File: config.mk
export PLATFORM = sky130hd
export DESIGN_NAME = pscm_ram
export DESIGN_NICKNAME = d
export VERILOG_FILES = /design/src/rtl/preshower_cpv_cluster_match_macros.svh /design/src/rtl/pscm_ram.sv
export SDC_FILE = /design/constraint.sdc
export NUM_CORES = 1
export LEC_CHECK = 0
export BUFFER_PORTS_ARGS = -buffer_cell sky130_fd_sc_hd__buf_2
export CELL_PAD_IN_SITES_DETAIL_PLACEMENT = 1
export CELL_PAD_IN_SITES_GLOBAL_PLACEMENT = 2
export CORE_ASPECT_RATIO = 1.2
export CORE_MARGIN = 3
export CORE_UTILIZATION = 47
export CTS_BUF_LIST = sky130_fd_sc_hd__clkbuf_4
export CTS_CLUSTER_DIAMETER = 150
export DETAILED_ROUTE_END_ITERATION = 6
export GPL_TIMING_DRIVEN = 0
export HOLD_SLACK_MARGIN = 0.02
export PLACE_DENSITY = 0.78
export SYNTH_ARGS = -nofsm -noshare
export SYNTH_HDL_FRONTEND = slang
export SYNTH_SLANG_ARGS = --single-unit
export TNS_END_PERCENT = 50
File: constraint.sdc
create_clock -name clk -period 2.1 [get_ports clk]
set_clock_uncertainty 0.1 [all_clocks]
set_input_delay 0.21 -clock clk [delete_from_list [all_inputs] [get_ports clk]]
set_output_delay 0.21 -clock clk [all_outputs]
set_load 0.01 [all_outputs]
File: src/rtl/preshower_cpv_cluster_match_macros.svh
// Assertion macros for the preshower / veto cluster matcher.
// Used by the top level; expects signals clk and rst in scope.
`ifndef PRESHOWER_CPV_CLUSTER_MATCH_MACROS_SVH
`define PRESHOWER_CPV_CLUSTER_MATCH_MACROS_SVH

// same-cycle implication
`define PSCM_ASSERT_NOW(label, ante, cons) \
  label: assert property (@(posedge clk) disable iff (rst) (ante) |-> (cons)) \
    else $error("pscm assertion failed");

// next-cycle implication
`define PSCM_ASSERT_NEXT(label, ante, cons) \
  label: assert property (@(posedge clk) disable iff (rst) (ante) |=> (cons)) \
    else $error("pscm assertion failed");

`endif

File: src/rtl/pscm_ram.sv
// Generic simple dual-port RAM: one write port, one registered read port.
// No dependencies.
`timescale 1ns / 1ps

module pscm_ram #(
  parameter int WIDTH = 8,
  parameter int DEPTH = 64
) (
  input  logic                     clk,
  input  logic                     we,
  input  logic [$clog2(DEPTH)-1:0] waddr,
  input  logic [WIDTH-1:0]         wdata,
  input  logic [$clog2(DEPTH)-1:0] raddr,
  output logic [WIDTH-1:0]         rdata
);

  logic [WIDTH-1:0] mem [DEPTH];

  always_ff @(posedge clk) begin
    if (we) mem[waddr] <= wdata;
    rdata <= mem[raddr];
  end

endmodule

# Yosys cells after proc, flatten, opt, wreduce, memory -nomap -nowiden
# Memory sizes are Yosys's and may differ from the RTL's. A register that Yosys moved wholly into a read port is not among the register bits.
# Cells that the tools add are included.
# word_totals
input_bits,22
ramBits,512
memories,1
register_bits,0
# mem_list
memory,depth,word_bits,read_ports,rd_clocked_by_memory_dff,write_ports,line_no,text
mem,64,8,1,1,1,pscm_ram.sv:17,logic [WIDTH-1:0] mem [DEPTH];
# op_classes
mux,2
# op_table
operator,count
$mux W1,2

# Longest topological paths before layout
# Gate-level depths: netlist (run 1).
# depth
depth_word,2
depth_mapped,9
depth_no_buf,5

# Worst setup path before layout (run 1)
# No wires, ideal clock.
# synth_timing
kind,input-to-reg
start,in raddr[1]
end,reg rdata[3] (read register of mem)
setup_time_ps,128
slack_ps,122
stages,7
n_path_buf,3
t_arrival_ps,1750
required_ps,1872
cell_sequence,buf_4 > buf_2 > buf_2 > mux4_2 > mux4_2 > o21ai_1 > o41ai_1
# synth_rtl
item,line_no,text
start: declaration,pscm_ram.sv:13,"input logic [$clog2(DEPTH)-1:0] raddr,"
end: declaration,pscm_ram.sv:14,output logic [WIDTH-1:0] rdata

==> flow_metrics.py, run 1 <==
metrics = {
    "power": {
        "power.leakage_uw": 0.00722,
        "clkPwrFrac": 0.389,
        "switching_share": 0.228,
        "combPwrFrac": 0.058,
        "p_per_area_nw_per_um2": 915,
        "internal_power_uw": 16100,
        "power_frac_seq": 0.553,
        "switchingPower_uw": 4750,
        "vdd_drop_max_v": 0.000338,
    },
    "critical_path": {
        "critPathLaunchType": "input port",
        "cp_data_required_time_ns": 2.64,
        "worst-setup-path-type": "in2reg",
        "reg2reg_depth": 5,
        "worstReg2RegEnd": "rdata[4]",
        "rr_startpoint": "mem[21][4]",
        "cp-end-kind": "flip-flop",
        "worstPathMaxFanout": 10,
        "endpoint": "rdata[5]",
        "crit_start": "raddr[2]",
        "critPathArrivalTime_ns": 2.64,
        "r2r_setup_slack_ns": -0.005,
    },
    "clocking": {
        "cts_max_level": 3,
        "cts_made_buffers": 120,
        "cts_sinks": 520,
        "cts_setup_buffers": 0,
        "cts_tree": "built",
        "root_buffer": "clkbuf_4",
        "clkTransAtPathRegs_ns": 0.07,
        "clock_latency_ns": 0.85,
        "clock_path_buffers": 3,
    },
    "finish": {
        "layout_commonest_cell": "edfxtp_1",
        "utilization": 0.540,
        "final_cell_mix": "edfxtp_1 (512), clkbuf_4 (172), mux4_2 (126), nor2_1 (83), clkinv_1 (41)",
        "final_cell_area_um2": 22700,
        "syn_to_final_growth_pct": 12.7,
        "layout.cells.non_filler": 1743,
        "fin_nets": 1117,
        "fill_cells": 3802,
        "layout-drive-gt1-share": 0.322,
    },
    "timing": {
        "period_needed_ns": 2.10,
        "hold_violations": 0,
        "maxSlewHeadroom": 0.118,
        "fin_tns_setup_ns": -0.00497,
        "setup-violations-final": 1,
        "finalMaxSlewViolations": 0,
        "setup_ws_ns": -0.00497,
        "tightest_slew_ns": 1.32,
        "max_freq_mhz": 475,
        "grt_setup_unrepaired": "true",
        "fin_crit_sh": 1.00,
    },
    "grt": {
        "grt_pass1_vias": 11000,
        "overflow": 0,
        "grt_usage": 0.233,
        "grt_antenna_before_repair": 1,
        "grt_pass1_wl_um": 75700,
        "grt_max_degree": 65,
    },
    "synth": {
        "async_flop_share": 0,
        "synth-seq-cells": 520,
        "synth_area_leaders": "edfxtp_1 (76%), mux4_2 (14%), nor2_1 (1.5%)",
        "synth_edf_count": 512,
        "ys_warn_count": 0,
        "ys_seq_area_frac": 0.770,
        "postSynthCellCount": 940,
        "synth_nets": 962,
        "synth_area_um2": 20200,
        "syn_avg_cell_area_um2": 21.5,
        "yosysTopAreaCell": "edfxtp_1",
        "synth_top_area_share": 0.762,
        "synth-main-ff-cell": "edfxtp_1",
        "ys_types": 40,
    },
    "route": {
        "vias": 10300,
        "wl_met1_um": 21100,
        "dr.pass1.iters": 5,
        "drcViolationCount": 0,
        "routed_wl_um": 51900,
        "met3_length_um": 3900,
        "antenna_left": 0,
        "drt-wirelength-per-cell_um": 29.8,
        "vias_per_cell": 5.93,
        "wl_met2_um": 25400,
        "drtIter0Drc": 1167,
        "top_layer": "met4",
    },
    "status": {
        "violations": "setup timing",
        "status": "finished with violations",
    },
    "floorplanning": {
        "fp.dieH_um": 233,
        "dieArea_um2": 45400,
        "initial_core_util": 0.479,
        "row_count": 82,
        "core_um2": 42100,
        "die_w_um": 195,
        "ios": 30,
    },
    "placement": {
        "dp.cells": 1507,
        "detailed_place_hpwl_um": 32300,
        "port_buffers": 21,
        "placed_area_um2": 21000,
        "gp_congestion": 0.844,
        "dp_slack_ns": -1.19,
    },
    "min_path": {
        "hold_class": "in2reg",
        "hold-path-cell-count": 4,
    },
    "flow_run": {
        "cap_violations": 0,
    },
}
-- stage by stage --
stage | power, µW | hold WS [ns]
floorplan | 12300 | 0.209
global placement | 12900 | 0.508
detailed placement | 12900 | 0.506
CTS | 21000 | 0.0357
global route | 21600 | 0.0455
finish | 20800 | 0.0859
-- worst max-delay path: stages --
cell and delay, ns:
buf_2 0.18, buf_4 0.27, clkbuf_2 0.40, buf_2 0.50
o221ai_1 0.23, o21a_1 0.18, o41ai_1 0.64
-- flip-flops by register name, summed over array words and instances (netlist names) --
name and count:
mem 512, rdata 8
-- final cells by class --
cell class                 count  area [µm²]  share of cell area
sequential                   520       15500               0.683
multi-input combinational    369        4390               0.193
clock buffer                 172        1290              0.0568
tap                          546         683              0.0301
buffer                        50         325              0.0143
clock inverter                50         269              0.0118
timing repair buffer          34         235              0.0103
antenna                        2        5.00            0.000220
-- kinds of logic after synthesis --
logic type      after synthesis  share of synthesized area
simple gates                153                     0.0339
mux                         162                      0.159
compound gates               54                     0.0207
buf+inv                      51                     0.0157
flops                       520                      0.770
-- power groups by stage --
stage / registers, µW / logic (µW) / clock network, µW
2_1_floorplan: 11700 / 612 / 0
3_3_place_gp: 11700 / 1140 / 0
3_5_place_dp: 11700 / 1170 / 0
4_1_cts: 11500 / 1210 / 8280
5_1_grt: 11500 / 1270 / 8790
6_report: 11500 / 1210 / 8090
-- cell usage after synthesis, types with 8 or more instances --
cell type / n
buf_2: 11
dfxtp_1: 8
clkbuf_1: 17
mux2_2: 13
nand2_1: 19
nand3_1: 13
edfxtp_1: 512
mux4_2: 126
o22ai_1: 8
o221ai_1: 8
nor2_1: 83
nor2b_1: 14
mux2i_1: 23
buf_4: 13
-- worst min path at each step --
stage,from,to
floorplan,wdata[0],mem[0][0]
global placement,rdata[2],rdata[2]
detailed placement,rdata[2],rdata[2]
CTS,waddr[1],mem[52][2]
global route,raddr[4],rdata[3]
finish,raddr[4],rdata[3]
-- per-layer routing --
metal	vias up	global-route usage
li1	4320	-
met1	5467	0.323
met2	456	0.377
met3	85	0.0423
met4	0	0.0813
met5	-	0
-- what timing repair did --
item | CTS | global route
hold buffers | 13 | 0
hold endpoints to repair | 85 | 0
resized for setup | 15 | 8
pin swaps | 1 | 0
endpoints found under the setup margin | 6 | 7
Note: power is estimated with default switching activity, not from simulation.
==> run 2, diff against run 1 <==
--- a/config.mk
+++ b/config.mk
@@ -5,12 +5,13 @@
 export SDC_FILE = /design/constraint.sdc
 export NUM_CORES = 1
 export LEC_CHECK = 0
+export ABC_AREA = 1
 export BUFFER_PORTS_ARGS = -buffer_cell sky130_fd_sc_hd__buf_2
 export CELL_PAD_IN_SITES_DETAIL_PLACEMENT = 1
 export CELL_PAD_IN_SITES_GLOBAL_PLACEMENT = 2
 export CORE_ASPECT_RATIO = 1.2
 export CORE_MARGIN = 3
-export CORE_UTILIZATION = 47
+export CORE_UTILIZATION = 41
 export CTS_BUF_LIST = sky130_fd_sc_hd__clkbuf_4
 export CTS_CLUSTER_DIAMETER = 150
 export DETAILED_ROUTE_END_ITERATION = 6
==> flow_metrics.py, run 2 <==
metrics = {
    "synth": {
        "synth_area_leaders": "edfxtp_1 (72%), nand2_1 (11%), nand3_1 (10%)",
        "synth_top_area_share": 0.720,
        "synth-seq-cells": 520,
        "yosys-top-cells-count": "nand2_1 (648), edfxtp_1 (512), nand3_1 (439)",
        "synth_edf_count": 512,
        "synth-main-ff-cell": "edfxtp_1",
        "synth_nets": 1827,
        "ys_warn_count": 0,
        "async_flop_share": 0,
        "ys_seq_area_frac": 0.728,
        "yosysTopAreaCell": "edfxtp_1",
        "syn_avg_cell_area_um2": 11.8,
        "ys_types": 16,
        "synth_area_um2": 21300,
        "postSynthCellCount": 1805,
        "synthMostInstantiatedCell": "nand2_1",
    },
    "route": {
        "drtIter0Drc": 1070,
        "drcViolationCount": 0,
        "routed_wl_um": 72200,
        "vias_per_cell": 5.45,
        "dr.pass1.iters": 6,
        "vias": 15200,
        "antenna_left": 0,
        "drt-wirelength-per-cell_um": 25.8,
    },
    "grt": {
        "grt_max_degree": 65,
        "grt_pass1_vias": 16200,
        "overflow": 0,
        "grt_antenna_before_repair": 2,
        "grt_pass1_wl_um": 105000,
        "grt_usage": 0.264,
    },
    "finish": {
        "fill_cells": 5547,
        "final_cell_area_um2": 24500,
        "regMostFlops": "mem",
        "reg.largest.list": "mem: 512 flops, rdata: 8 flops",
        "fin_nets": 2029,
        "layout.cells.non_filler": 2794,
        "layout-drive-gt1-share": 0.167,
        "layout_commonest_cell": "nand2_1",
        "final_cell_mix": "nand2_1 (648), edfxtp_1 (512), nand3_1 (437), clkbuf_4 (193)",
        "syn_to_final_growth_pct": 15.0,
        "utilization": 0.482,
        "largest_reg_flops": 512,
    },
    "timing": {
        "fin_tns_setup_ns": -2.06,
        "fin_crit_sh": 1.06,
        "grt_setup_unrepaired": "true",
        "hold_violations": 0,
        "maxSlewHeadroom": 0.0524,
        "period_needed_ns": 2.24,
        "tightest_slew_ns": 1.42,
        "setup_ws_ns": -0.136,
        "max_freq_mhz": 447,
        "setup-violations-final": 41,
        "finalMaxSlewViolations": 0,
    },
    "critical_path": {
        "reg2reg_depth": 9,
        "worst-setup-path-type": "in2reg",
        "rr_startpoint": "mem[58][4]",
        "critPathLaunchType": "input port",
        "worstReg2RegEnd": "rdata[4]",
        "worstPathMaxFanout": 9,
        "critPathArrivalTime_ns": 2.70,
        "cp-end-kind": "flip-flop",
        "cp_data_required_time_ns": 2.56,
        "r2r_setup_slack_ns": 0.08,
    },
    "min_path": {
        "hp-start": "waddr[1]",
        "hold_class": "in2reg",
        "hold_end": "mem[54][7]",
        "hold-path-cell-count": 4,
    },
    "clocking": {
        "cts_tree": "built",
        "cts_max_level": 4,
        "clkTransAtPathRegs_ns": 0.06,
        "clock_latency_ns": 0.98,
        "cts_sinks": 520,
        "clock_path_buffers": 3,
        "root_buffer": "clkbuf_4",
        "cts_made_buffers": 135,
    },
    "placement": {
        "dp.cells": 2525,
        "detailed_place_hpwl_um": 48000,
        "gp_congestion": 0.947,
        "port_buffers": 21,
        "placed_area_um2": 22400,
    },
    "power": {
        "vdd_drop_max_v": 0.000523,
        "p_per_area_nw_per_um2": 901,
        "power.leakage_uw": 0.00907,
    },
    "floorplanning": {
        "die_w_um": 214,
        "initial_core_util": 0.419,
        "row_count": 90,
        "fp.dieH_um": 256,
        "dieArea_um2": 54800,
        "ios": 30,
        "core_um2": 50900,
    },
    "status": {
        "status": "finished with violations",
        "violations": "setup timing",
    },
    "flow_run": {
        "cap_violations": 0,
    },
}
run 2: worst max-delay path by stage:
stage,startpoint,to,slack [ns],depth (start not counted)
after floorplan,we,mem[48][0],0.02,3
after global placement,we,mem[54][1],-1.26,3
after detailed placement,waddr[0],mem[28][4],-1.17,4
after CTS,mem[58][4],rdata[4],0.03,9
after global routing,waddr[5],mem[28][7],-0.05,6
final,waddr[0],mem[31][7],-0.14,3
run 2: where the power goes:
part           leakage (µW)  switching (µW)  internal (µW)  total, µW
Sequential          0.00467            22.5          11500      11500
Clock               0.00103            4220           4720       8940
Combinational       0.00336            1240            429       1670
Total               0.00907            5480          16600      22100
run 2: critical path, stage by stage:
cell and delay (ns):
clkbuf_1 0.47, nand4_1 0.80, nor2_1 1.21
run 2: stage by stage:
step | hold WS, ns | power (µW) | setup slack [ns]
detailed placement | 0.508 | 13300 | -1.17
CTS | 0.0409 | 22300 | 0.0254
global route | 0.0999 | 23000 | -0.0465
finish | 0.124 | 22100 | -0.136
global placement | 0.508 | 13300 | -1.26
floorplan | 0.209 | 12500 | 0.0239
run 2: logic make-up (layout without fill, tap and decap cells):
| family | after synthesis | after routing | share of synthesized area |
|---|---|---|---|
| simple gates | 1160 | 1160 | 0.232 |
| buf+inv | 125 | 420 | 0.0402 |
| other cells | 0 | 4 | 0 |
| flops | 520 | 520 | 0.728 |
run 2: repair_timing:
item | CTS | global route
hold buffers | 31 | 2
pin swaps | 0 | 0
endpoints found under the hold margin | 345 | 128
endpoints found under the setup margin | 15 | 67
gates resized for setup | 3 | 4
buffers inserted | 0 | 2
run 2: layer usage:
metal | part of all wire | global-route usage
met5 | 0 | 0
met4 | 0.051 | 0.139
met3 | 0.058 | 0.0525
met2 | 0.50 | 0.454
met1 | 0.39 | 0.315
run 2: cell type report:
cell class / instances / area [µm²] / share of cell area
Clock inverter: 37 / 272 / 0.0111
Antenna cell: 4 / 10.0 / 0.000408
Tap cell: 690 / 863 / 0.0352
Multi-Input combinational cell: 1160 / 5010 / 0.204
Clock buffer: 193 / 1450 / 0.0590
Inverter: 12 / 50.0 / 0.00204
Timing Repair Buffer: 65 / 543 / 0.0221
Sequential cell: 520 / 15500 / 0.633
Buffer: 113 / 810 / 0.0330
==> run 3, diff against run 2 <==
--- a/config.mk
+++ b/config.mk
@@ -6,7 +6,8 @@
 export NUM_CORES = 1
 export LEC_CHECK = 0
 export ABC_AREA = 1
-export BUFFER_PORTS_ARGS = -buffer_cell sky130_fd_sc_hd__buf_2
+export BUFFER_PORTS_ARGS = -buffer_cell sky130_fd_sc_hd__buf_4
+export CAP_MARGIN = 25
 export CELL_PAD_IN_SITES_DETAIL_PLACEMENT = 1
 export CELL_PAD_IN_SITES_GLOBAL_PLACEMENT = 2
 export CORE_ASPECT_RATIO = 1.2
==> flow_metrics.py, run 3 (synthesis gave the netlist of run 2 again) <==
metrics = {
    "placement": {
        "placed_area_um2": 22500,
        "port_buffers": 21,
        "gp_congestion": 0.942,
        "detailed_place_hpwl_um": 47600,
        "dp.cells": 2530,
    },
    "finish": {
        "reg.largest.list": "mem: 512 flops, rdata: 8 flops",
        "seqCellArea_um2": 15500,
        "fin_nets": 2028,
        "final_cell_mix": "nand2_1 (647), edfxtp_1 (512), nand3_1 (439), clkbuf_4 (192), nor2_1 (54)",
        "largest_reg_flops": 512,
        "final_cell_area_um2": 24600,
        "layout_commonest_cell": "nand2_1",
        "syn_to_final_growth_pct": 15.2,
        "layout.cells.non_filler": 2789,
        "multi_input_comb_area_um2": 5000,
        "utilization": 0.483,
        "layout-drive-gt1-share": 0.164,
        "fill_cells": 5514,
        "regMostFlops": "mem",
    },
    "route": {
        "drcViolationCount": 0,
        "antenna_left": 0,
        "vias": 15300,
        "drtIter0Drc": 1216,
        "drt-wirelength-per-cell_um": 25.7,
        "routed_wl_um": 71600,
        "dr.pass1.iters": 5,
        "vias_per_cell": 5.48,
    },
    "power": {
        "total_power_uw": 22100,
        "p_per_area_nw_per_um2": 901,
        "vdd_drop_max_v": 0.000558,
        "power.leakage_uw": 0.00906,
    },
    "timing": {
        "finalMaxSlewViolations": 0,
        "setup-violations-final": 0,
        "period_needed_ns": 2.09,
        "grt_setup_unrepaired": "false",
        "tightest_slew_ns": 1.08,
        "max_freq_mhz": 479,
        "fin_crit_sh": 0.995,
        "maxSlewHeadroom": 0.278,
        "hold_violations": 0,
    },
    "critical_path": {
        "worstReg2RegEnd": "rdata[0]",
        "worstPathMaxFanout": 9,
        "rr_startpoint": "mem[27][0]",
        "cp_data_required_time_ns": 2.57,
        "endpoint": "mem[28][7]",
        "critPathArrivalTime_ns": 2.56,
        "crit_start": "we",
        "critPathLaunchType": "input port",
        "worst-setup-path-type": "in2reg",
        "reg2reg_depth": 9,
        "cp-end-kind": "flip-flop",
        "r2r_setup_slack_ns": 0.07,
    },
    "min_path": {
        "hold_class": "in2reg",
    },
    "floorplanning": {
        "fp.dieH_um": 256,
        "dieArea_um2": 54800,
        "die_w_um": 214,
        "ios": 30,
        "initial_core_util": 0.419,
        "core_um2": 50900,
        "row_count": 90,
    },
    "status": {
        "status": "complete, no violations",
    },
    "clocking": {
        "cts_tree": "built",
        "root_buffer": "clkbuf_4",
        "clock_latency_ns": 0.89,
        "cts_sinks": 520,
        "clock_path_buffers": 3,
        "cts_max_level": 4,
        "cts_setup_buffers": 0,
        "cts_made_buffers": 134,
        "clkTransAtPathRegs_ns": 0.07,
    },
    "grt": {
        "grt_antenna_before_repair": 4,
        "grt_pass1_vias": 16000,
        "overflow": 0,
        "grt_usage": 0.262,
        "grt_pass1_wl_um": 104000,
        "grt_max_degree": 65,
    },
    "flow_run": {
        "cap_violations": 0,
    },
}
## run 3: cell types whose count changed in the layout (fill, tap and decap cells not counted), sizes merged
cell,delta
buf,+3
diode,-3
dlygate4sd3,-3
bufinv,+1
clkbuf,-1
clkinv,-1
inv,-1
## run 3: how the worst min path moves through the flow
| stage | startpoint | endpoint | slack (ns) | cells after the start |
|---|---|---|---|---|
| floorplan | wdata[0] | mem[0][0] | 0.21 | 0 |
| CTS | raddr[2] | rdata[1] | 0.02 | 8 |
| global placement | rdata[0] | rdata[0] | 0.50 | 1 |
| detailed placement | rdata[6] | rdata[6] | 0.50 | 1 |
| global route | raddr[2] | rdata[1] | 0.14 | 8 |
| finish | raddr[2] | rdata[1] | 0.12 | 8 |
## run 3: layout make-up
type                       count  share of cell area
sequential                   520               0.632
buffer                       113              0.0329
timing repair buffer          65              0.0238
clock inverter                36              0.0118
inverter                      12             0.00204
clock buffer                 192              0.0586
multi-input combinational   1160               0.204
antenna                        1            0.000102
tap                          690              0.0351
## run 3: worst max-delay path, cell delays in order
cell and delay (ns):
clkbuf_1 0.43, nand4_1 0.82, nor2_1 0.86, buf_6 0.23
## run 3: power by group
part / switching (µW) / leakage (µW) / internal (µW)
Sequential: 23.8 / 0.00467 / 11500
Combinational: 1230 / 0.00336 / 443
Clock: 4140 / 0.00102 / 4810
Total: 5400 / 0.00906 / 16700
## run 3: what timing repair did
item | CTS | global route
hold endpoints to repair | 544 | 0
resized for setup | 2 | 1
cloned | 0 | 0
setup endpoints to repair | 8 | 1
hold buffers | 30 | 0
## run 3: layer usage
layer	vias up	part of all wire	GRT usage	wire [µm]
met5	-	0.00018	0	13
met4	2	0.047	0.130	3400
met3	171	0.052	0.0406	3740
met2	526	0.50	0.454	36100
met1	7755	0.40	0.318	28400
li1	6836	-	-	-
## run 3: stage by stage
step                      setup TNS (ns)  hold WS (ns)  worst slack, ns
final                                  0         0.116           0.0102
after global routing                   0         0.137           0.0185
after CTS                              0        0.0246           0.0480
after detailed placement         -313.28         0.502           -0.994
after global placement           -320.53         0.503            -1.27
after floorplan                        0         0.209           0.0239
